===== config.mk =====
export PLATFORM = sky130hd
export DESIGN_NAME = ipv4_header_build_and_fragment_unit
export DESIGN_NICKNAME = d
export VERILOG_FILES = /design/src/rtl/ihbf_pkg.sv /design/src/rtl/ihbf_csr.sv /design/src/rtl/ihbf_seg_ctrl.sv /design/src/rtl/ihbf_hdr_emit.sv /design/src/rtl/ipv4_header_build_and_fragment_unit.sv
export SDC_FILE = /design/constraint.sdc
export NUM_CORES = 1
export LEC_CHECK = 0
export BUFFER_PORTS_ARGS = -buffer_cell sky130_fd_sc_hd__clkbuf_2
export CAP_MARGIN = 40
export CELL_PAD_IN_SITES_DETAIL_PLACEMENT = 1
export CELL_PAD_IN_SITES_GLOBAL_PLACEMENT = 1
export CORE_MARGIN = 2
export CORE_UTILIZATION = 40
export DETAILED_ROUTE_END_ITERATION = 10
export PLACE_DENSITY_LB_ADDON = 0.1
export SETUP_SLACK_MARGIN = 0.05
export SYNTH_ARGS = -nofsm -noshare
export SYNTH_HDL_FRONTEND = slang
export SYNTH_SLANG_ARGS = --single-unit
export TNS_END_PERCENT = 10

===== constraint.sdc =====
create_clock -name clock -period 7.5 [get_ports clock]
set_input_delay 0.75 -clock clock [delete_from_list [all_inputs] [get_ports clock]]
set_output_delay 0.75 -clock clock [all_outputs]
set_load 0.01 [all_outputs]

===== src/rtl/ihbf_pkg.sv =====
// Shared types and constants for the IPv4 header build and fragment unit.
// No dependencies; every other file imports this package.
`default_nettype none

package ihbf_pkg;

   localparam int HDR_BYTES = 20;
   localparam int IDX_W     = $clog2(HDR_BYTES + 1);

   localparam logic [IDX_W-1:0] PAYLOAD_INDEX = IDX_W'(HDR_BYTES);

   localparam logic [7:0]  VERSION_IHL = 8'h45;
   localparam logic [7:0]  TTL_VALUE   = 8'd64;
   localparam logic [15:0] FLAG_MF     = 16'h2000;
   localparam logic [15:0] FLAG_DF     = 16'h4000;
   localparam logic [13:0] MTU_MIN     = 14'd68;
   localparam logic [13:0] MTU_MAX     = 14'd9000;
   localparam logic [13:0] MTU_RESET   = 14'd1500;
   localparam logic [15:0] HDR_LEN16   = 16'd20;

   typedef enum logic [1:0] {
      CSR_MTU = 2'd0,
      CSR_SRC = 2'd1,
      CSR_DST = 2'd2,
      CSR_ID  = 2'd3
   } csr_index_type;

   typedef struct packed {
      logic [7:0]  payload_byte;
      logic [15:0] segment_length;
      logic [7:0]  upper_protocol;
      logic        dont_fragment;
      logic        last_byte;
   } req_word_type;

   typedef struct packed {
      logic [7:0] out_byte;
      logic       end_of_datagram;
      logic       end_of_segment;
      logic       status;
   } rsp_word_type;

   typedef struct packed {
      logic [13:0] mtu;
      logic [31:0] source_address;
      logic [31:0] destination_address;
      logic [15:0] identification;
   } cfg_type;

   // one accepted byte's worth of results: optional header, then one byte
   typedef struct packed {
      logic        has_header;
      logic [15:0] total_length;
      logic [15:0] flags_offset;
      logic [7:0]  protocol;
      logic [7:0]  data_byte;
      logic        eod;
      logic        eos;
      logic        status;
   } plan_type;

endpackage

`default_nettype wire


===== src/rtl/ihbf_csr.sv =====
// Configuration registers: MTU, addresses and identification.
// Depends on ihbf_pkg.
`default_nettype none

module ihbf_csr (
   input  wire                       clock,
   input  wire                       reset,
   input  wire                       csr_write_enable,
   input  ihbf_pkg::csr_index_type   csr_index,
   input  wire [31:0]                csr_write_data,
   output ihbf_pkg::cfg_type         cfg
);
   import ihbf_pkg::*;

   cfg_type cfg_ff;

   always_ff @(posedge clock) begin
      if (reset) begin
         cfg_ff.mtu                 <= MTU_RESET;
         cfg_ff.source_address      <= '0;
         cfg_ff.destination_address <= '0;
         cfg_ff.identification      <= '0;
      end else if (csr_write_enable) begin
         case (csr_index)
            CSR_MTU: cfg_ff.mtu                 <= csr_write_data[13:0];
            CSR_SRC: cfg_ff.source_address      <= csr_write_data;
            CSR_DST: cfg_ff.destination_address <= csr_write_data;
            CSR_ID:  cfg_ff.identification      <= csr_write_data[15:0];
            default: cfg_ff.mtu                 <= cfg_ff.mtu;
         endcase
      end
   end

   assign cfg = cfg_ff;

endmodule

`default_nettype wire


===== src/rtl/ihbf_seg_ctrl.sv =====
// Segment tracking: latches segment attributes, sizes fragments and
// registers at most one plan per input word. Depends on ihbf_pkg.
`default_nettype none

module ihbf_seg_ctrl (
   input  wire                    clock,
   input  wire                    reset,
   input  ihbf_pkg::cfg_type      cfg,
   input  wire                    req_valid,
   output logic                   req_ready,
   input  ihbf_pkg::req_word_type req_word,
   output logic                   plan_valid,
   input  wire                    plan_ready,
   output ihbf_pkg::plan_type     plan
);
   import ihbf_pkg::*;

   logic [15:0] len_ff, len_in;
   logic [7:0]  proto_ff, proto_in;
   logic        df_ff, df_in;
   logic [15:0] seg_pos_ff, seg_pos_in;
   logic [13:0] frag_pos_ff, frag_pos_in;
   logic [12:0] offset_ff, offset_in;
   logic        dropping_ff, dropping_in;
   logic        plan_valid_ff, plan_valid_in;
   plan_type    plan_ff, plan_in;

   logic        accept, first, frag, eos, eod, mf, off_lt_len, err;
   logic [15:0] len_sel, len_eff, off_bytes, rem, psize16, plen, flags;
   logic [13:0] mtu_sat, room;

   assign req_ready = !plan_valid_ff || plan_ready;
   assign accept    = req_valid && req_ready;

   always_comb begin
      first   = (seg_pos_ff == '0) && !dropping_ff;
      len_sel = first ? req_word.segment_length : len_ff;
      len_in  = accept && first ? req_word.segment_length : len_ff;
      proto_in = accept && first ? req_word.upper_protocol : proto_ff;
      df_in   = accept && first ? req_word.dont_fragment : df_ff;

      mtu_sat = (cfg.mtu < MTU_MIN) ? MTU_MIN : ((cfg.mtu > MTU_MAX) ? MTU_MAX : cfg.mtu);
      room    = mtu_sat - 14'd20;
      psize16 = {2'b00, room[13:3], 3'b000};
      len_eff = (len_sel == '0) ? 16'd1 : len_sel;
      frag    = len_eff > {2'b00, room};
      eos     = req_word.last_byte || (({1'b0, seg_pos_ff} + 17'd1) >= {1'b0, len_eff});
      err     = (seg_pos_ff == '0) && frag && df_in;

      off_bytes  = {offset_ff, 3'b000};
      off_lt_len = len_eff > off_bytes;
      rem        = len_eff - off_bytes;
      mf         = off_lt_len && (psize16 < rem);
      if (frag) begin
         plen  = off_lt_len ? ((rem < psize16) ? rem : psize16) : 16'd1;
         flags = mf ? FLAG_MF : 16'h0000;
      end else begin
         plen  = len_eff;
         flags = df_in ? FLAG_DF : 16'h0000;
      end
      eod = eos || (({2'b00, frag_pos_ff} + 16'd1) >= plen);
   end

   // next segment state and plan
   always_comb begin
      seg_pos_in    = seg_pos_ff;
      frag_pos_in   = frag_pos_ff;
      offset_in     = offset_ff;
      dropping_in   = dropping_ff;
      plan_valid_in = plan_valid_ff && !plan_ready;
      plan_in       = plan_ff;
      if (accept) begin
         plan_valid_in = 1'b0;
         if (dropping_ff) begin
            if (eos) begin
               seg_pos_in  = '0;
               dropping_in = 1'b0;
            end else begin
               seg_pos_in  = seg_pos_ff + 16'd1;
            end
         end else if (err) begin
            plan_valid_in      = 1'b1;
            plan_in            = '0;
            plan_in.eos        = 1'b1;
            plan_in.status     = 1'b1;
            if (eos) begin
               seg_pos_in  = '0;
               frag_pos_in = '0;
               offset_in   = '0;
            end else begin
               dropping_in = 1'b1;
               seg_pos_in  = 16'd1;
            end
         end else begin
            plan_valid_in        = 1'b1;
            plan_in.has_header   = (frag_pos_ff == '0);
            plan_in.total_length = plen + HDR_LEN16;
            plan_in.flags_offset = flags | {3'b000, offset_ff};
            plan_in.protocol     = proto_in;
            plan_in.data_byte    = req_word.payload_byte;
            plan_in.eod          = eod;
            plan_in.eos          = eos;
            plan_in.status       = 1'b0;
            if (eos) begin
               seg_pos_in  = '0;
               frag_pos_in = '0;
               offset_in   = '0;
               dropping_in = 1'b0;
            end else begin
               seg_pos_in = seg_pos_ff + 16'd1;
               if (eod) begin
                  offset_in   = offset_ff + 13'((15'(frag_pos_ff) + 15'd1) >> 3);
                  frag_pos_in = '0;
               end else begin
                  frag_pos_in = frag_pos_ff + 14'd1;
               end
            end
         end
      end
   end

   always_ff @(posedge clock) begin
      if (reset) begin
         len_ff        <= '0;
         proto_ff      <= '0;
         df_ff         <= 1'b0;
         seg_pos_ff    <= '0;
         frag_pos_ff   <= '0;
         offset_ff     <= '0;
         dropping_ff   <= 1'b0;
         plan_valid_ff <= 1'b0;
      end else begin
         len_ff        <= len_in;
         proto_ff      <= proto_in;
         df_ff         <= df_in;
         seg_pos_ff    <= seg_pos_in;
         frag_pos_ff   <= frag_pos_in;
         offset_ff     <= offset_in;
         dropping_ff   <= dropping_in;
         plan_valid_ff <= plan_valid_in;
      end
      plan_ff <= plan_in;
   end

   assign plan_valid = plan_valid_ff;
   assign plan       = plan_ff;

endmodule

`default_nettype wire


===== src/rtl/ihbf_hdr_emit.sv =====
// Header serializer: holds one plan, computes the header checksum and
// sends header bytes and the payload byte through the output register.
// Depends on ihbf_pkg.
`default_nettype none

module ihbf_hdr_emit (
   input  wire                     clock,
   input  wire                     reset,
   input  ihbf_pkg::cfg_type       cfg,
   input  wire                     plan_valid,
   output logic                    plan_ready,
   input  ihbf_pkg::plan_type      plan,
   output logic                    rsp_valid,
   input  wire                     rsp_ready,
   output ihbf_pkg::rsp_word_type  rsp_word
);
   import ihbf_pkg::*;

   plan_type         buf_ff;
   logic             buf_valid_ff, buf_valid_in;
   logic [IDX_W-1:0] idx_ff, idx_in;
   logic [15:0]      csum_ff, csum_in;
   logic             rsp_valid_ff, rsp_valid_in;
   rsp_word_type     rsp_ff, rsp_in;

   logic         out_free, move, last_move, load;
   logic [19:0]  sum;
   logic [16:0]  fold1;
   logic [16:0]  fold2;
   logic [7:0]   hdr_byte;

   assign out_free   = !rsp_valid_ff || rsp_ready;
   assign move       = buf_valid_ff && out_free;
   assign last_move  = move && (idx_ff == PAYLOAD_INDEX);
   assign plan_ready = !buf_valid_ff || last_move;
   assign load       = plan_valid && plan_ready;

   // checksum is registered from the held plan (buf_ff, then csum_ff), well before its byte goes out
   always_comb begin
      sum = 20'({VERSION_IHL, 8'h00}) + 20'(buf_ff.total_length)
          + 20'(cfg.identification) + 20'(buf_ff.flags_offset)
          + 20'({TTL_VALUE, buf_ff.protocol})
          + 20'(cfg.source_address[31:16]) + 20'(cfg.source_address[15:0])
          + 20'(cfg.destination_address[31:16])
          + 20'(cfg.destination_address[15:0]);
      fold1   = 17'(sum[15:0]) + 17'(sum[19:16]);
      fold2   = 17'(fold1[15:0]) + 17'(fold1[16]);
      csum_in = ~fold2[15:0];
   end

   always_comb begin
      case (idx_ff)
         5'd0:    hdr_byte = VERSION_IHL;
         5'd1:    hdr_byte = 8'h00;
         5'd2:    hdr_byte = buf_ff.total_length[15:8];
         5'd3:    hdr_byte = buf_ff.total_length[7:0];
         5'd4:    hdr_byte = cfg.identification[15:8];
         5'd5:    hdr_byte = cfg.identification[7:0];
         5'd6:    hdr_byte = buf_ff.flags_offset[15:8];
         5'd7:    hdr_byte = buf_ff.flags_offset[7:0];
         5'd8:    hdr_byte = TTL_VALUE;
         5'd9:    hdr_byte = buf_ff.protocol;
         5'd10:   hdr_byte = csum_ff[15:8];
         5'd11:   hdr_byte = csum_ff[7:0];
         5'd12:   hdr_byte = cfg.source_address[31:24];
         5'd13:   hdr_byte = cfg.source_address[23:16];
         5'd14:   hdr_byte = cfg.source_address[15:8];
         5'd15:   hdr_byte = cfg.source_address[7:0];
         5'd16:   hdr_byte = cfg.destination_address[31:24];
         5'd17:   hdr_byte = cfg.destination_address[23:16];
         5'd18:   hdr_byte = cfg.destination_address[15:8];
         5'd19:   hdr_byte = cfg.destination_address[7:0];
         default: hdr_byte = buf_ff.data_byte;
      endcase
   end

   always_comb begin
      buf_valid_in = buf_valid_ff;
      idx_in       = idx_ff;
      if (load) begin
         buf_valid_in = 1'b1;
         idx_in       = plan.has_header ? '0 : PAYLOAD_INDEX;
      end else if (last_move) begin
         buf_valid_in = 1'b0;
      end else if (move) begin
         idx_in = idx_ff + IDX_W'(1);
      end

      rsp_valid_in = rsp_valid_ff && !rsp_ready;
      rsp_in       = rsp_ff;
      if (move) begin
         rsp_valid_in        = 1'b1;
         rsp_in.out_byte     = hdr_byte;
         if (idx_ff == PAYLOAD_INDEX) begin
            rsp_in.end_of_datagram = buf_ff.eod;
            rsp_in.end_of_segment  = buf_ff.eos;
            rsp_in.status          = buf_ff.status;
         end else begin
            rsp_in.end_of_datagram = 1'b0;
            rsp_in.end_of_segment  = 1'b0;
            rsp_in.status          = 1'b0;
         end
      end
   end

   always_ff @(posedge clock) begin
      if (reset) begin
         buf_valid_ff <= 1'b0;
         idx_ff       <= '0;
         rsp_valid_ff <= 1'b0;
      end else begin
         buf_valid_ff <= buf_valid_in;
         idx_ff       <= idx_in;
         rsp_valid_ff <= rsp_valid_in;
      end
      if (load) begin
         buf_ff <= plan;
      end
      csum_ff <= csum_in;
      rsp_ff  <= rsp_in;
   end

   assign rsp_valid = rsp_valid_ff;
   assign rsp_word  = rsp_ff;

endmodule

`default_nettype wire


===== src/rtl/ipv4_header_build_and_fragment_unit.sv =====
// IPv4 header build and fragment unit, top level.
// Path: an accepted word passes the plan register, serializer buffer and output
// register. Throughput: one input word per cycle while no header is due and the
// output is not stalled; a datagram's first word also puts out 20 header bytes.
// Reset: synchronous; clears segment state and valid flags, loads register defaults.
// Depends on ihbf_pkg, ihbf_csr, ihbf_seg_ctrl and ihbf_hdr_emit.
`default_nettype none

module ipv4_header_build_and_fragment_unit (
   input  wire                     clock,
   input  wire                     reset,
   input  wire                     req_valid,
   output logic                    req_ready,
   input  ihbf_pkg::req_word_type  req_word,
   output logic                    rsp_valid,
   input  wire                     rsp_ready,
   output ihbf_pkg::rsp_word_type  rsp_word,
   input  wire                     csr_write_enable,
   input  ihbf_pkg::csr_index_type csr_index,
   input  wire [31:0]              csr_write_data
);
   import ihbf_pkg::*;

   cfg_type  cfg;
   plan_type plan;
   logic     plan_valid;
   logic     plan_ready;

   ihbf_csr u_csr (
      .clock            (clock),
      .reset            (reset),
      .csr_write_enable (csr_write_enable),
      .csr_index        (csr_index),
      .csr_write_data   (csr_write_data),
      .cfg              (cfg)
   );

   ihbf_seg_ctrl u_seg_ctrl (
      .clock      (clock),
      .reset      (reset),
      .cfg        (cfg),
      .req_valid  (req_valid),
      .req_ready  (req_ready),
      .req_word   (req_word),
      .plan_valid (plan_valid),
      .plan_ready (plan_ready),
      .plan       (plan)
   );

   ihbf_hdr_emit u_hdr_emit (
      .clock      (clock),
      .reset      (reset),
      .cfg        (cfg),
      .plan_valid (plan_valid),
      .plan_ready (plan_ready),
      .plan       (plan),
      .rsp_valid  (rsp_valid),
      .rsp_ready  (rsp_ready),
      .rsp_word   (rsp_word)
   );

endmodule

`default_nettype wire

==> impl_metrics.toml <==
[setup_path]
start_kind = "register"
path_class = "reg2reg"
cp.arrival_ns = 8.15
r2r_start = "u_hdr_emit.buf_ff[13]$_DFFE_PP_"
crit_buf_inv = 14
worst-path-max-fanout = 3
end_kind = "register"
startpoint = "u_hdr_emit.buf_ff[13]$_DFFE_PP_"
required_ns = 7.99
r2r_setup_slack_ns = -0.16
max_stage_delay_ns = 0.59
slowest_stage = "fa_1"
crit_family = "adder cells"
path_common_cell = "buf_4"

[synthesis]
synth_compound_area_share_pct = 15.2
synth_ff_type = "dfxtp_1"
synth-xor-area-share_pct = 5.18
synth_top_family_by_area = "simple AND/OR/NAND/NOR gates"
synth_top_area_share_pct = 19.4
synth_area_leader_cell = "dfxtp_1"
ys_ff_latch = 299
synthesis.area_um2 = 19300
synth_area_per_cell_um2 = 9.26
synthSimpleGateAreaFrac_pct = 18.4
synth_fp_nets = 2360
async_reset_ff_share_pct = 0
synthDistinctLibCells = 92
synth.mux.area_fraction_pct = 1.94
ys_warn_count = 0
synth_area_leaders = "dfxtp_1 19%, edfxtp_1 17%, fa_1 9.3%"
synth_edf_count = 112
synthCells = 2081
synth_fa_ha_area_share_pct = 17.1
ys_seq_area_share_pct = 36.9

[sta]
max_freq_mhz = 131
rsz0062_at_grt = "true"
finalSetupTns_ns = -0.275
min_period_ns = 7.66
hold_violations = 0
slew_headroom_pct = 38.6
fin_crit_sh_pct = 102
drv_slew = 0
setup_viol = 4
clock_skew_ns = 0.0173
tightest_slew_ns = 0.921
timing.final.ws_setup_ns = -0.160
hold_ws_ns = 0.410

[pwr]
totalPowerFinal_uw = 6760
power_density_nw_per_um2 = 286
switching_power_uw = 2490
pwr-share-comb_pct = 42.4
p_sw_share_pct = 36.9
p_seq_share_pct = 29.2
clkPwrFrac_pct = 28.4
ir_drop_mv = 0.158
internal_power_uw = 4270
p_leak_uw = 0.0102

[routing]
vias = 16800
firstDrtPassIters = 5
postRouteAntennaNets = 0
routed_wl_mm = 70.4
wl_per_cell_um = 23.6
drc = 0
drt_iter0_drc = 962
vias_per_cell = 5.63

[status]
run_status = "finished with violations"
violations = "negative setup slack"

[finish]
fin_area_um2 = 23700
fin_util_pct = 49.7
synthToLayoutAreaGrowth_pct = 22.9
nets = 2613
layout-drive-gt1-share_pct = 21.4
fillers = 5412
antenna_cells = 0

[global_route]
grt_pass1_wl_mm = 107
grt-ovfl-total = 0
track_usage_pct = 28.3
grt_pass1_vias = 17500
grt_start_max_net_pins = 74
antenna_found_initial = 0

[clock_network]
numCtsBuffers = 38
cts_root_buf = "clkbuf_16"
clock_sinks = 299
cts_tree = "done"
clk_pin_slew_ns = 0.06
h-tree-depth = 2
clk_path_buf_depth = 3
clock_latency_ns = 0.58

[floorplan]
die_width_um = 223
core_area_um2 = 47600
io_pins = 86
rows = 80
die_y_um = 223
start_util_pct = 40.4
dieArea_um2 = 49900

[placed_design]
gp_congestion = 0.981
io_buffers = 85
placed_area_um2 = 21600
place_hpwl_mm = 54.7

[min_path]
hold_start = "u_seg_ctrl.plan[45]$_SDFFCE_PP0P_"
min_path_type = "reg2reg"

[run]
cap_violations = 0
area by class of cell:
| class | instances | area (um^2) | area share, % |
|---|---|---|---|
| multi-input cells | 1525 | 11700 | 49.6 |
| clock inverters | 23 | 308 | 1.30 |
| well taps | 615 | 769 | 3.25 |
| flip-flops and latches | 299 | 7110 | 30.0 |
| clock buffers | 47 | 1000 | 4.24 |
| repair buffers | 299 | 2110 | 8.89 |
| inverters | 171 | 642 | 2.71 |
what timing repair did:
action / CTS / global route
pin swaps: 33 / 66
gates cloned: 1 / 0
setup buffers: 27 / 15
hold buffers: 0 / 0
resized for setup: 33 / 72
endpoints found under the setup margin: 37 / 41
cell usage after synthesis, drive strengths merged, types with 17 or more instances:
library cell  count
nor4             25
o21ai            47
nand3b           18
and3             26
nand3            45
nand2           304
a221oi           17
nor3             48
a22oi            39
edfxtp          112
xor2             40
dfxtp           187
a21o             39
inv             171
fa               89
nor2b            39
clkbuf           72
a21oi           181
ha              117
nor2            124
mux2i            34
xnor2            74
nand4            18
cells by family after synthesis:
group | count (synthesis)
flops | 299
simple gates | 727
other cells | 2
compound gates | 435
buf+inv | 257
mux | 36
fa+ha+maj | 211
xor+xnor | 114
stage by stage:
| stage | instances | worst slack [ns] |
|---|---|---|
| 6_report | 2979 | -0.160 |
| 4_1_cts | 2964 | 0.00824 |
| 3_5_place_dp | 2866 | -0.357 |
| 5_1_grt | 2979 | -0.461 |
| 3_3_place_gp | 2856 | -0.171 |
| 2_1_floorplan | 2081 | 0.0350 |
metal layers:
metal | track usage [%] | vias to the layer above | wire, um
met3 | 3.28 | 150 | 2760
met5 | 0 | - | 0
met2 | 50.1 | 407 | 35200
met4 | 12.9 | 0 | 3420
met1 | 34.5 | 8446 | 29000
li1 | - | 7781 | -
state kept, by name, summed over array words and instances (netlist names):
name	flops
u_csr.cfg	94
u_seg_ctrl.offset_ff	13
u_hdr_emit.rsp_valid	1
u_seg_ctrl.proto_ff	8
u_hdr_emit.buf_ff	50
u_seg_ctrl.len_ff	16
u_seg_ctrl.plan	51
u_seg_ctrl.frag_pos_ff	14
u_hdr_emit.rsp_word	11
u_hdr_emit.idx_ff	5
u_hdr_emit.buf_valid_ff	1
u_seg_ctrl.plan_valid	1
u_seg_ctrl.dropping_ff	1
u_seg_ctrl.seg_pos_ff	16
u_seg_ctrl.df_ff	1
u_hdr_emit.csum_ff	16
cells in the final DEF, fill, tap and decap left out, drive strengths merged, types with 10 or more instances in the layout:
cell type	Yosys	final
a21o	39	39
a21oi	181	181
a221oi	17	17
a22o	15	15
a22oi	39	39
and2	14	14
and3	26	26
buf	14	215
clkbuf	72	131
clkinv	0	16
dfxtp	187	187
edfxtp	112	112
fa	89	89
ha	117	117
inv	171	172
mux2i	34	34
nand2	304	304
nand2b	16	16
nand3	45	45
nand3b	18	18
nand4	18	18
nor2	124	124
nor2b	39	39
nor3	48	48
nor3b	16	16
nor4	25	25
o21ai	47	47
o21bai	10	10
xnor2	74	74
xor2	40	40
final timing paths:
path | to | cells past startpoint
hold reg to reg | u_hdr_emit.buf_ff[45]$_DFFE_PP_ | 0
hold / removal | u_hdr_emit.buf_ff[45]$_DFFE_PP_ | 0
setup reg to reg | u_hdr_emit.csum_ff[15]$_DFF_P_ | 37
setup / recovery | u_hdr_emit.csum_ff[15]$_DFF_P_ | 37
power by group through the flow:
stage	combinational, uW	clock (uW)	sequential, uW
after floorplan	1590	0	1940
after global placement	2340	0	2000
after detailed placement	2400	0	2000
after CTS	2620	1970	1970
after global routing	3120	2030	1980
final	2870	1920	1970
worst reg2reg max path: cells and delay by family, from the launching register on:
| kind | cells | cell delay, ns |
|---|---|---|
| xor+xnor | 2 | 0.35 |
| buf+inv | 14 | 1.79 |
| compound gates | 9 | 1.36 |
| simple gates | 5 | 0.88 |
| flops | 1 | 0.44 |
| fa+ha+maj | 7 | 2.79 |
Power figures use the tool's default switching activity.
